File: src/rtl/core/css_pkg.sv
// ----------------------------------------------------------------------------
// css_pkg
// Shared types and constants of the camera scaler setup calculator.
// ----------------------------------------------------------------------------
package css_pkg;

  // default size width of the image dimensions
  localparam int SIZE_BITS_DEF = 12;

  // reset values of the source size registers
  localparam int SRC_WIDTH_RST  = 640;
  localparam int SRC_HEIGHT_RST = 480;

  // width of the 1.8 main ratio result
  localparam int RATIO_BITS = 9;

  // largest prescale shift and ratio limit exponent (64 = 1 << 6)
  localparam int MAX_SHIFT   = 5;
  localparam int RATIO_LIMIT = 6;

  // configuration port
  localparam int CFG_IDX_BITS = 2;
  typedef enum logic [CFG_IDX_BITS-1:0] {
    REG_SRC_WIDTH  = 2'd0,
    REG_SRC_HEIGHT = 2'd1
  } reg_idx_t;

  // result error codes
  typedef enum logic [1:0] {
    ERR_NONE   = 2'd0,
    ERR_RATIO  = 2'd1,
    ERR_WINDOW = 2'd2,
    ERR_ZERO   = 2'd3
  } err_t;

  // dma burst lengths in words
  localparam logic [4:0] BURST_4  = 5'd4;
  localparam logic [4:0] BURST_8  = 5'd8;
  localparam logic [4:0] BURST_16 = 5'd16;

  // classified control part of one word
  typedef struct packed {
    err_t       err;
    logic       win_en;
    logic [1:0] up;
    logic [4:0] mb;
    logic [4:0] rb;
    logic [2:0] hs;
    logic [2:0] vs;
  } ctrl_t;

endpackage

File: src/rtl/core/css_req_if.sv
// ----------------------------------------------------------------------------
// css_req_if
// Request channel: target size and crop offsets.
// ----------------------------------------------------------------------------
interface css_req_if #(
  parameter int SIZE_BITS = 12
);
  logic                 valid;
  logic                 ready;
  logic [SIZE_BITS-1:0] target_width;
  logic [SIZE_BITS-1:0] target_height;
  logic [SIZE_BITS-2:0] win_h_offset;
  logic [SIZE_BITS-2:0] win_v_offset;

  modport source (output valid, target_width, target_height, win_h_offset, win_v_offset,
                  input ready);
  modport sink   (input valid, target_width, target_height, win_h_offset, win_v_offset,
                  output ready);
endinterface

File: src/rtl/core/css_res_if.sv
// ----------------------------------------------------------------------------
// css_res_if
// Result channel: scaler setup values.
// ----------------------------------------------------------------------------
interface css_res_if #(
  parameter int SIZE_BITS = 12
);
  logic                   valid;
  logic                   ready;
  logic [1:0]             error_code;
  logic                   window_enable;
  logic [1:0]             scale_up_flags;
  logic [4:0]             main_burst;
  logic [4:0]             remained_burst;
  logic [2:0]             pre_h_shift;
  logic [2:0]             pre_v_shift;
  logic [SIZE_BITS-1:0]   pre_dst_width;
  logic [SIZE_BITS-1:0]   pre_dst_height;
  logic [8:0]             main_h_ratio;
  logic [8:0]             main_v_ratio;
  logic [2*SIZE_BITS-1:0] target_area;

  modport source (output valid, error_code, window_enable, scale_up_flags, main_burst,
                  remained_burst, pre_h_shift, pre_v_shift, pre_dst_width, pre_dst_height,
                  main_h_ratio, main_v_ratio, target_area, input ready);
  modport sink   (input valid, error_code, window_enable, scale_up_flags, main_burst,
                  remained_burst, pre_h_shift, pre_v_shift, pre_dst_width, pre_dst_height,
                  main_h_ratio, main_v_ratio, target_area, output ready);
endinterface

File: src/rtl/core/css_front.sv
// ----------------------------------------------------------------------------
// css_front
// Source size registers and request classification: errors, crop, bursts,
// prescale shifts and divisors.
// ----------------------------------------------------------------------------
module css_front #(
  parameter int SIZE_BITS = css_pkg::SIZE_BITS_DEF
) (
  input  logic                              clk,
  input  logic                              rst,
  input  logic                              cfg_we,
  input  logic [css_pkg::CFG_IDX_BITS-1:0]  cfg_index,
  input  logic [SIZE_BITS-1:0]              cfg_data,
  input  logic [SIZE_BITS-1:0]              tw_in,
  input  logic [SIZE_BITS-1:0]              th_in,
  input  logic [SIZE_BITS-2:0]              ho_in,
  input  logic [SIZE_BITS-2:0]              vo_in,
  output css_pkg::ctrl_t                    ctrl,
  output logic [SIZE_BITS-1:0]              cw,
  output logic [SIZE_BITS-1:0]              ch,
  output logic [SIZE_BITS+css_pkg::MAX_SHIFT-1:0] dh,
  output logic [SIZE_BITS+css_pkg::MAX_SHIFT-1:0] dv,
  output logic [SIZE_BITS-1:0]              pdw,
  output logic [SIZE_BITS-1:0]              pdh,
  output logic [SIZE_BITS-1:0]              tw,
  output logic [SIZE_BITS-1:0]              th
);
  import css_pkg::*;

  localparam int DB = SIZE_BITS + MAX_SHIFT;
  localparam int LB = SIZE_BITS + RATIO_LIMIT;

  logic [SIZE_BITS-1:0] src_w;
  logic [SIZE_BITS-1:0] src_h;
  logic [SIZE_BITS-1:0] two_ho, two_vo, cw_raw, ch_raw;
  logic [2:0]           hs, vs;
  logic                 err_win, err_zero, err_rat;
  logic [3:0]           m16;
  logic [1:0]           w3;

  // source size registers
  always_ff @(posedge clk) begin
    if (rst) begin
      src_w <= SIZE_BITS'(SRC_WIDTH_RST);
      src_h <= SIZE_BITS'(SRC_HEIGHT_RST);
    end else if (cfg_we) begin
      case (cfg_index)
        REG_SRC_WIDTH:  src_w <= cfg_data;
        REG_SRC_HEIGHT: src_h <= cfg_data;
        default: ;
      endcase
    end
  end

  // crop and error checks
  always_comb begin
    two_ho   = {ho_in, 1'b0};
    two_vo   = {vo_in, 1'b0};
    cw_raw   = src_w - two_ho;
    ch_raw   = src_h - two_vo;
    err_win  = (two_ho >= src_w) || (two_vo >= src_h);
    err_zero = (tw_in == '0) || (th_in == '0);
    err_rat  = (LB'(cw_raw) >= {tw_in, RATIO_LIMIT'(0)}) ||
               (LB'(ch_raw) >= {th_in, RATIO_LIMIT'(0)});
  end

  // prescale shift: largest k with crop >= target << k
  always_comb begin
    hs = '0;
    vs = '0;
    for (int k = 1; k <= MAX_SHIFT; k++) begin
      if (DB'(cw_raw) >= (DB'(tw_in) << k)) hs = 3'(k);
      if (DB'(ch_raw) >= (DB'(th_in) << k)) vs = 3'(k);
    end
  end

  // burst lengths from the line length in words
  always_comb begin
    m16 = tw_in[4:1];
    w3  = tw_in[2:1];
    ctrl = '0;
    case (m16)
      4'd0:    begin ctrl.mb = BURST_16; ctrl.rb = BURST_16; end
      4'd4:    begin ctrl.mb = BURST_16; ctrl.rb = BURST_4;  end
      4'd8:    begin ctrl.mb = BURST_16; ctrl.rb = BURST_8;  end
      4'd12:   begin ctrl.mb = BURST_8;  ctrl.rb = BURST_4;  end
      default: begin
        ctrl.mb = BURST_4;
        ctrl.rb = (w3 != 2'd0) ? {3'd0, w3} : BURST_4;
      end
    endcase
    ctrl.win_en = (ho_in != '0) || (vo_in != '0);
    ctrl.up     = {cw_raw < tw_in, ch_raw < th_in};
    ctrl.hs     = hs;
    ctrl.vs     = vs;
    ctrl.err    = ERR_NONE;
    cw  = cw_raw;
    ch  = ch_raw;
    dh  = DB'(tw_in) << hs;
    dv  = DB'(th_in) << vs;
    pdw = cw_raw >> hs;
    pdh = ch_raw >> vs;
    tw  = tw_in;
    th  = th_in;
    // any error zeroes the word
    if (err_win || err_zero || err_rat) begin
      ctrl = '0;
      cw = '0; ch = '0; dh = '0; dv = '0;
      pdw = '0; pdh = '0; tw = '0; th = '0;
      if (err_win)       ctrl.err = ERR_WINDOW;
      else if (err_zero) ctrl.err = ERR_ZERO;
      else               ctrl.err = ERR_RATIO;
    end
  end

endmodule

File: src/rtl/core/css_queue.sv
// ----------------------------------------------------------------------------
// css_queue
// Small first-in first-out queue between the front and back parts.
// ----------------------------------------------------------------------------
module css_queue #(
  parameter int WIDTH = 8,
  parameter int DEPTH = 4
) (
  input  logic             clk,
  input  logic             rst,
  input  logic             push,
  input  logic [WIDTH-1:0] wdata,
  output logic             full,
  input  logic             pop,
  output logic [WIDTH-1:0] rdata,
  output logic             empty
);
  localparam int PB = (DEPTH > 1) ? $clog2(DEPTH) : 1;

  logic [WIDTH-1:0] mem [DEPTH];
  logic [PB-1:0]    wptr, rptr;
  logic [PB:0]      count;

  assign full  = (count == (PB+1)'(DEPTH));
  assign empty = (count == '0);
  assign rdata = mem[rptr];

  // storage
  always_ff @(posedge clk) begin
    if (push && !full) mem[wptr] <= wdata;
  end

  // pointers and fill count
  always_ff @(posedge clk) begin
    if (rst) begin
      wptr  <= '0;
      rptr  <= '0;
      count <= '0;
    end else begin
      if (push && !full)
        wptr <= (wptr == PB'(DEPTH-1)) ? '0 : wptr + 1'b1;
      if (pop && !empty)
        rptr <= (rptr == PB'(DEPTH-1)) ? '0 : rptr + 1'b1;
      count <= count + (PB+1)'(push && !full) - (PB+1)'(pop && !empty);
    end
  end

endmodule

File: src/rtl/core/css_back.sv
// ----------------------------------------------------------------------------
// css_back
// Area multiply and two pipelined restoring dividers for the main ratios,
// one quotient bit per stage, with the result word taken from the last stage.
// ----------------------------------------------------------------------------
module css_back #(
  parameter int SIZE_BITS = css_pkg::SIZE_BITS_DEF
) (
  input  logic                              clk,
  input  logic                              rst,
  input  logic                              q_empty,
  output logic                              q_pop,
  input  css_pkg::ctrl_t                    ctrl_in,
  input  logic [SIZE_BITS-1:0]              cw,
  input  logic [SIZE_BITS-1:0]              ch,
  input  logic [SIZE_BITS+css_pkg::MAX_SHIFT-1:0] dh,
  input  logic [SIZE_BITS+css_pkg::MAX_SHIFT-1:0] dv,
  input  logic [SIZE_BITS-1:0]              pdw,
  input  logic [SIZE_BITS-1:0]              pdh,
  input  logic [SIZE_BITS-1:0]              tw,
  input  logic [SIZE_BITS-1:0]              th,
  css_res_if.source                         res
);
  import css_pkg::*;

  localparam int DB = SIZE_BITS + MAX_SHIFT;
  localparam int RB = DB + 1;
  localparam int NS = RATIO_BITS;
  localparam int AB = 2 * SIZE_BITS;

  logic                  v    [NS+1];
  ctrl_t                 ctl  [NS+1];
  logic [SIZE_BITS-1:0]  pw   [NS+1];
  logic [SIZE_BITS-1:0]  ph   [NS+1];
  logic [AB-1:0]         area [NS+1];
  logic [DB-1:0]         dhs  [NS+1];
  logic [DB-1:0]         dvs  [NS+1];
  logic [RB-1:0]         rh   [NS+1];
  logic [RB-1:0]         rv   [NS+1];
  logic [NS-1:0]         qh   [NS+1];
  logic [NS-1:0]         qv   [NS+1];
  logic                  adv;

  // whole pipeline moves unless the finished word is stalled
  assign adv   = !v[NS] || res.ready;
  assign q_pop = adv && !q_empty;

  // load stage: area product and divider setup
  always_ff @(posedge clk) begin
    if (rst) begin
      v[0] <= 1'b0;
    end else if (adv) begin
      v[0] <= !q_empty;
    end
    if (adv) begin
      ctl[0]  <= ctrl_in;
      pw[0]   <= pdw;
      ph[0]   <= pdh;
      area[0] <= AB'(tw) * AB'(th);
      dhs[0]  <= dh;
      dvs[0]  <= dv;
      rh[0]   <= RB'(cw);
      rv[0]   <= RB'(ch);
      qh[0]   <= '0;
      qv[0]   <= '0;
    end
  end

  // one quotient bit per stage
  for (genvar s = 1; s <= NS; s++) begin : g_div
    logic          geh, gev;
    logic [RB-1:0] nh, nv;

    always_comb begin
      geh = rh[s-1] >= RB'(dhs[s-1]);
      gev = rv[s-1] >= RB'(dvs[s-1]);
      nh  = geh ? rh[s-1] - RB'(dhs[s-1]) : rh[s-1];
      nv  = gev ? rv[s-1] - RB'(dvs[s-1]) : rv[s-1];
    end

    always_ff @(posedge clk) begin
      if (rst) begin
        v[s] <= 1'b0;
      end else if (adv) begin
        v[s] <= v[s-1];
      end
      if (adv) begin
        ctl[s]  <= ctl[s-1];
        pw[s]   <= pw[s-1];
        ph[s]   <= ph[s-1];
        area[s] <= area[s-1];
        dhs[s]  <= dhs[s-1];
        dvs[s]  <= dvs[s-1];
        rh[s]   <= {nh[RB-2:0], 1'b0};
        rv[s]   <= {nv[RB-2:0], 1'b0};
        qh[s]   <= {qh[s-1][NS-2:0], geh};
        qv[s]   <= {qv[s-1][NS-2:0], gev};
      end
    end
  end

  // result word from the last stage
  always_comb begin
    res.valid          = v[NS];
    res.error_code     = ctl[NS].err;
    res.window_enable  = ctl[NS].win_en;
    res.scale_up_flags = ctl[NS].up;
    res.main_burst     = ctl[NS].mb;
    res.remained_burst = ctl[NS].rb;
    res.pre_h_shift    = ctl[NS].hs;
    res.pre_v_shift    = ctl[NS].vs;
    res.pre_dst_width  = pw[NS];
    res.pre_dst_height = ph[NS];
    res.main_h_ratio   = (ctl[NS].err == ERR_NONE) ? qh[NS] : '0;
    res.main_v_ratio   = (ctl[NS].err == ERR_NONE) ? qv[NS] : '0;
    res.target_area    = area[NS];
  end

endmodule

File: src/rtl/core/camera_scaler_setup_calc_top.sv
// ----------------------------------------------------------------------------
// camera_scaler_setup_calc_top
// Camera preview scaler setup calculator.
// ----------------------------------------------------------------------------
// One request word (target size, crop offsets) gives one result word against
// the source size registers. A word is taken every cycle while the four-entry
// queue has room. The front classifies the word combinationally as it enters
// the queue. After that, the word passes in turn through the queue, the load
// stage and the nine stages of the two ratio dividers, which produce one
// quotient bit each. Source size registers are written through
// cfg_we/cfg_index/cfg_data and take effect for the next word.
module camera_scaler_setup_calc_top #(
  parameter int SIZE_BITS = css_pkg::SIZE_BITS_DEF
) (
  input  logic                              clk,
  input  logic                              rst,
  input  logic                              cfg_we,
  input  logic [css_pkg::CFG_IDX_BITS-1:0]  cfg_index,
  input  logic [SIZE_BITS-1:0]              cfg_data,
  css_req_if.sink                           req,
  css_res_if.source                         res
);
  import css_pkg::*;

  localparam int DB    = SIZE_BITS + MAX_SHIFT;
  localparam int CB    = $bits(ctrl_t);
  localparam int QW    = CB + 6 * SIZE_BITS + 2 * DB;
  localparam int QDEPTH = 4;

  ctrl_t                f_ctrl, b_ctrl;
  logic [SIZE_BITS-1:0] f_cw, f_ch, f_pdw, f_pdh, f_tw, f_th;
  logic [SIZE_BITS-1:0] b_cw, b_ch, b_pdw, b_pdh, b_tw, b_th;
  logic [DB-1:0]        f_dh, f_dv, b_dh, b_dv;
  logic [QW-1:0]        q_wdata, q_rdata;
  logic                 q_full, q_empty, q_pop;

  // front: classify request word
  css_front #(.SIZE_BITS(SIZE_BITS)) u_front (
    .clk(clk), .rst(rst), .cfg_we(cfg_we), .cfg_index(cfg_index), .cfg_data(cfg_data),
    .tw_in(req.target_width), .th_in(req.target_height),
    .ho_in(req.win_h_offset), .vo_in(req.win_v_offset),
    .ctrl(f_ctrl), .cw(f_cw), .ch(f_ch), .dh(f_dh), .dv(f_dv),
    .pdw(f_pdw), .pdh(f_pdh), .tw(f_tw), .th(f_th)
  );

  assign req.ready = !q_full;
  assign q_wdata   = {f_ctrl, f_cw, f_ch, f_dh, f_dv, f_pdw, f_pdh, f_tw, f_th};
  assign {b_ctrl, b_cw, b_ch, b_dh, b_dv, b_pdw, b_pdh, b_tw, b_th} = q_rdata;

  // queue between front and back
  css_queue #(.WIDTH(QW), .DEPTH(QDEPTH)) u_queue (
    .clk(clk), .rst(rst), .push(req.valid), .wdata(q_wdata), .full(q_full),
    .pop(q_pop), .rdata(q_rdata), .empty(q_empty)
  );

  // back: area and ratio pipeline
  css_back #(.SIZE_BITS(SIZE_BITS)) u_back (
    .clk(clk), .rst(rst), .q_empty(q_empty), .q_pop(q_pop),
    .ctrl_in(b_ctrl), .cw(b_cw), .ch(b_ch), .dh(b_dh), .dv(b_dv),
    .pdw(b_pdw), .pdh(b_pdh), .tw(b_tw), .th(b_th), .res(res)
  );

endmodule

File: src/flat_wrapper.sv
// flat-port wrapper written by rule: the top's interface ports become plain ports
module camera_scaler_setup_calc_top_flat import css_pkg::*;
#(
  parameter int SIZE_BITS = css_pkg::SIZE_BITS_DEF
)
  (clk, rst, cfg_we, cfg_index, cfg_data, req_valid, req_target_width, req_target_height, req_win_h_offset, req_win_v_offset, req_ready, res_valid, res_error_code, res_window_enable, res_scale_up_flags, res_main_burst, res_remained_burst, res_pre_h_shift, res_pre_v_shift, res_pre_dst_width, res_pre_dst_height, res_main_h_ratio, res_main_v_ratio, res_target_area, res_ready);
  css_req_if #(.SIZE_BITS(SIZE_BITS)) req_i ();
  css_res_if #(.SIZE_BITS(SIZE_BITS)) res_i ();
  input  logic clk;
  input  logic rst;
  input  logic cfg_we;
  input  logic [css_pkg::CFG_IDX_BITS-1:0] cfg_index;
  input  logic [SIZE_BITS-1:0] cfg_data;
  input wire logic [$bits(req_i.valid)-1:0] req_valid;
  input wire logic [$bits(req_i.target_width)-1:0] req_target_width;
  input wire logic [$bits(req_i.target_height)-1:0] req_target_height;
  input wire logic [$bits(req_i.win_h_offset)-1:0] req_win_h_offset;
  input wire logic [$bits(req_i.win_v_offset)-1:0] req_win_v_offset;
  output wire logic [$bits(req_i.ready)-1:0] req_ready;
  output wire logic [$bits(res_i.valid)-1:0] res_valid;
  output wire logic [$bits(res_i.error_code)-1:0] res_error_code;
  output wire logic [$bits(res_i.window_enable)-1:0] res_window_enable;
  output wire logic [$bits(res_i.scale_up_flags)-1:0] res_scale_up_flags;
  output wire logic [$bits(res_i.main_burst)-1:0] res_main_burst;
  output wire logic [$bits(res_i.remained_burst)-1:0] res_remained_burst;
  output wire logic [$bits(res_i.pre_h_shift)-1:0] res_pre_h_shift;
  output wire logic [$bits(res_i.pre_v_shift)-1:0] res_pre_v_shift;
  output wire logic [$bits(res_i.pre_dst_width)-1:0] res_pre_dst_width;
  output wire logic [$bits(res_i.pre_dst_height)-1:0] res_pre_dst_height;
  output wire logic [$bits(res_i.main_h_ratio)-1:0] res_main_h_ratio;
  output wire logic [$bits(res_i.main_v_ratio)-1:0] res_main_v_ratio;
  output wire logic [$bits(res_i.target_area)-1:0] res_target_area;
  input wire logic [$bits(res_i.ready)-1:0] res_ready;
  assign req_i.valid = req_valid;
  assign req_i.target_width = req_target_width;
  assign req_i.target_height = req_target_height;
  assign req_i.win_h_offset = req_win_h_offset;
  assign req_i.win_v_offset = req_win_v_offset;
  assign req_ready = req_i.ready;
  assign res_valid = res_i.valid;
  assign res_error_code = res_i.error_code;
  assign res_window_enable = res_i.window_enable;
  assign res_scale_up_flags = res_i.scale_up_flags;
  assign res_main_burst = res_i.main_burst;
  assign res_remained_burst = res_i.remained_burst;
  assign res_pre_h_shift = res_i.pre_h_shift;
  assign res_pre_v_shift = res_i.pre_v_shift;
  assign res_pre_dst_width = res_i.pre_dst_width;
  assign res_pre_dst_height = res_i.pre_dst_height;
  assign res_main_h_ratio = res_i.main_h_ratio;
  assign res_main_v_ratio = res_i.main_v_ratio;
  assign res_target_area = res_i.target_area;
  assign res_i.ready = res_ready;
  camera_scaler_setup_calc_top #(.SIZE_BITS(SIZE_BITS)) u_core (.clk(clk), .rst(rst), .cfg_we(cfg_we), .cfg_index(cfg_index), .cfg_data(cfg_data), .req(req_i), .res(res_i));
endmodule
File: config.mk
export PLATFORM = sky130hd
export DESIGN_NAME = camera_scaler_setup_calc_top_flat
export DESIGN_NICKNAME = d
export VERILOG_FILES = /design/src/rtl/core/css_pkg.sv /design/src/rtl/core/css_req_if.sv /design/src/rtl/core/css_res_if.sv /design/src/rtl/core/css_front.sv /design/src/rtl/core/css_queue.sv /design/src/rtl/core/css_back.sv /design/src/rtl/core/camera_scaler_setup_calc_top.sv /design/src/flat_wrapper.sv
export SDC_FILE = /design/constraint.sdc
export NUM_CORES = 2
export LEC_CHECK = 0
export BUFFER_PORTS_ARGS = -buffer_cell sky130_fd_sc_hd__buf_2
export CORE_MARGIN = 2
export CORE_UTILIZATION = 60
export CTS_CLUSTER_DIAMETER = 60
export DETAILED_ROUTE_END_ITERATION = 10
export PLACE_DENSITY = 0.87
export SYNTH_ARGS = -nofsm -noshare
export SYNTH_HDL_FRONTEND = slang
export SYNTH_SLANG_ARGS = --single-unit
File: constraint.sdc
create_clock -name clk -period 62.3 [get_ports clk]
set_clock_uncertainty 0.05 [all_clocks]
set_input_delay 3.115 -clock clk [delete_from_list [all_inputs] [get_ports clk]]
set_output_delay 3.115 -clock clk [all_outputs]
set_load 0.02 [all_outputs]
==> impl_metrics.csv <==
group,metric,value,unit
clock_network,cts_resized,0,
yosys,synth.top_cell.area_share,0.643,
global_routing,grt_max_degree,205,
yosys,synth-xor-area-share,0.0215,
clock_network,cts_sinks,1905,
yosys,ys_types,94,
yosys,yosys.area_share.simple,0.0700,
route,first_pass_iters,11,
status,outcome,"complete, but fails checks",
global_routing,grt_pass1_wl,279000,um
critical_path,cp-endpoint,"u_core.u_queue.mem[1][69]",
floorplanning,start_util,0.602,
status,violations,"DRC",
yosys,synth_edf_count,1872,
yosys,yosys_warnings,0,
critical_path,cp_max_fo,35,
clock_network,cts-hold-fix-buffers,0,
timing,finalSetupViolCount,0,
yosys,synth_area,0.0874,sq mm
finish,syn_to_final_growth,10.6,%
finish,regArea,0.0569,sq mm
yosys,synth_adder_area_share,0.100,
critical_path,cp-end-kind,"flop",
clock_network,cts_tree,"done",
timing,clock.fmax,0.117,GHz
route,drc_errors,1,
worst_hold_path,min_from,"u_core.u_back.qh[6][4]",
placed_design,port_buffers,151,
yosys,synth_compound_area_frac,0.0701,
yosys,synth_top_area_cell,"edfxtp_1",
yosys,yosys.cell_count.top_type,"edfxtp_1",
yosys,synth_area_leaders,"edfxtp_1 (64%), ha_1 (7.3%), mux4_2 (3.3%), fa_1 (2.7%), inv_1 (2.6%)",
global_routing,track_usage,0.243,
critical_path,critPathLaunch,"req_win_h_offset[0]",
clock_network,htreeDepth,4,
floorplanning,die_w,386,um
run,cap_violations,0,
route,vias,50000,
clock_network,postCtsSetupRepairBufs,0,
floorplanning,dieArea,0.149,sq mm
clock_network,cts_buffer_depth,3,
critical_path,worstPathRequired,62.78,ns
global_routing,antenna_found_initial,17,
floorplanning,core_area,0.145,sq mm
route,wl_per_cell,21.4,um
yosys,synth_commonest_cells,"edfxtp_1 (1872), inv_1 (600), ha_1 (509)",
yosys,synth.avg_cell_area,14.6,sq um
finish,multi_input_area,0.0279,sq mm
clock_network,clk_latency,0.85,ns
finish,nets,6961,
floorplanning,ioPinCount,154,
placed_design,dp_hpwl,112000,um
clock_network,ctsRootBufferMaster,"clkbuf_16",
timing,worst_slew_pin_slew,1.25,ns
floorplanning,die_y,386,um
yosys,async_reset_ff_frac,0,
route,viasPerCell,5.99,
global_routing,first_global_vias,50900,
critical_path,reg2reg_depth,20,
timing,slew_viol_final,0,
finish,nFillCells,9257,
critical_path,reg2reg_to,"u_core.u_back.area[0][23]",
timing,maxSlewHeadroom,0.169,
critical_path,critPathLaunchType,"primary input",
timing,rsz0062_at_grt,"false",
critical_path,cp_data_arrival_time,9.04,ns
yosys,yosysSeqAreaShare,0.651,
timing,finalHoldViolations,0,
yosys,synth_ff_type,"edfxtp_1",
yosys,synth-seq-cells,1905,
critical_path,path_class,"in -> reg",
clock_network,clkTransAtPathRegs,0.06,ns
timing,setup_tns,0,ns
global_routing,grt_overflow_total,0,
floorplanning,num_rows,140,
timing,period_needed,8.56,ns
route,ant_nets,0,
route,postRouteWirelength,179000,um
finish,layout-drive-gt1-share,0.123,
worst_hold_path,hold_path.class,"reg -> reg",
placed_design,gp_congestion,0.934,
clock_network,cts_buffers,184,
critical_path,rrSetupSlack,54.20,ns
yosys,synth_top_family_by_area,"adder cells",
yosys,syn-instance-count,5977,
timing,min_period_over_period,0.137,
route,drt_iter0_drc,4723,
yosys,synthMuxAreaShare,0.0553,
==> metrics by stage <==
step	hold WS (ns)	std cells	setup slack [ns]	utilization	instance area [sq um]
detailed placement	0.355	7999	53.12	0.623	90500
CTS	0.340	8343	54.01	0.666	96700
global placement	0.351	7999	53.30	0.623	90500
finish	0.343	8354	53.74	0.666	96700
floorplan	0.350	6018	31.11	-	87600
global route	0.354	8354	53.29	0.666	96700
==> how the worst min path moves through the flow <==
stage | cells after the start | endpoint | slack (ns)
after floorplan | 0 | u_core.u_back.area[1][0] | 0.35
after global placement | 0 | u_core.u_back.area[2][9] | 0.35
after detailed placement | 0 | u_core.u_back.area[2][12] | 0.35
after CTS | 0 | u_core.u_back.qh[7][5] | 0.34
after global routing | 0 | u_core.u_back.qh[7][5] | 0.35
final | 0 | u_core.u_back.qh[7][5] | 0.34
==> critical path, cell delays in order <==
cell	delay, ns
buf_2	0.09
ha_1	0.17
inv_1	0.06
fa_1	0.39
a21o_1	0.19
a211oi_1	0.29
o21ai_0	0.19
a31o_2	0.26
a21oi_1	0.18
xor2_1	0.56
inv_1	0.37
ha_1	0.37
o211ai_1	0.22
nor3_1	0.09
a21oi_1	0.43
a21boi_4	0.12
o21ai_4	0.85
mux2i_1	0.28
nor2b_1	0.21
nor4_1	0.61
==> registers in the layout (all words and copies together) (netlist names), named ones only <==
signal,cells
u_core.u_queue.mem,500
u_core.u_back.area,240
u_core.u_back.ctl,190
u_core.u_back.dhs,153
u_core.u_back.dvs,153
u_core.u_back.rh,148
u_core.u_back.rv,148
u_core.u_back.ph,120
u_core.u_back.pw,120
u_core.u_back.qh,45
u_core.u_back.qv,45
u_core.u_front.src_h,12
u_core.u_front.src_w,12
u_core.u_back.v,10
u_core.u_queue.count,3
u_core.u_queue.rptr,2
u_core.u_queue.wptr,2
==> cells by family (layout without fill, tap and decap cells) <==
family | Yosys count | in the layout
DFF | 1905 | 1905
and+or+nand+nor | 1259 | 1259
AOI/OAI and AO/OA | 940 | 940
buffers and inverters | 725 | 1133
adders and majority gates | 628 | 628
muxes | 305 | 305
xor gates and xnor gates | 214 | 214
other | 1 | 53
==> final cells by class <==
| type | count | share of cell area |
|---|---|---|
| timing repair buffer | 188 | 0.0111 |
| clock inverter | 122 | 0.0139 |
| multi-input combinational | 3388 | 0.289 |
| tap | 1917 | 0.0248 |
| antenna | 11 | 0.000285 |
| inverter | 601 | 0.0234 |
| clock buffer | 222 | 0.0493 |
| sequential | 1905 | 0.588 |
==> placed cells by master (no fill, tap or decap), types with 70 or more instances in the layout <==
cell type,synthesis,final
edfxtp_1,1872,1872
inv_1,600,599
ha_1,509,509
nand2_1,326,326
nor2_1,321,321
a21oi_1,284,281
clkbuf_16,0,185
o21ai_0,179,179
buf_2,30,151
xnor2_1,146,146
mux4_2,127,127
fa_1,119,119
and2_1,116,116
mux2_2,114,114
nor3_1,108,108
a21o_1,79,79
o21a_1,71,71
nor2b_1,70,70
==> per-layer routing <==
metal	GRT usage	vias to the layer above	part of all wire
met5	0	-	0.00019
met4	0.134	6	0.056
met3	0.0458	608	0.075
met2	0.409	2428	0.49
met1	0.299	24200	0.38
li1	-	22700	-
Power is left out: the tool's default activity adds up to more than one toggle a clock period on the data nets, which glitch-free logic cannot reach.
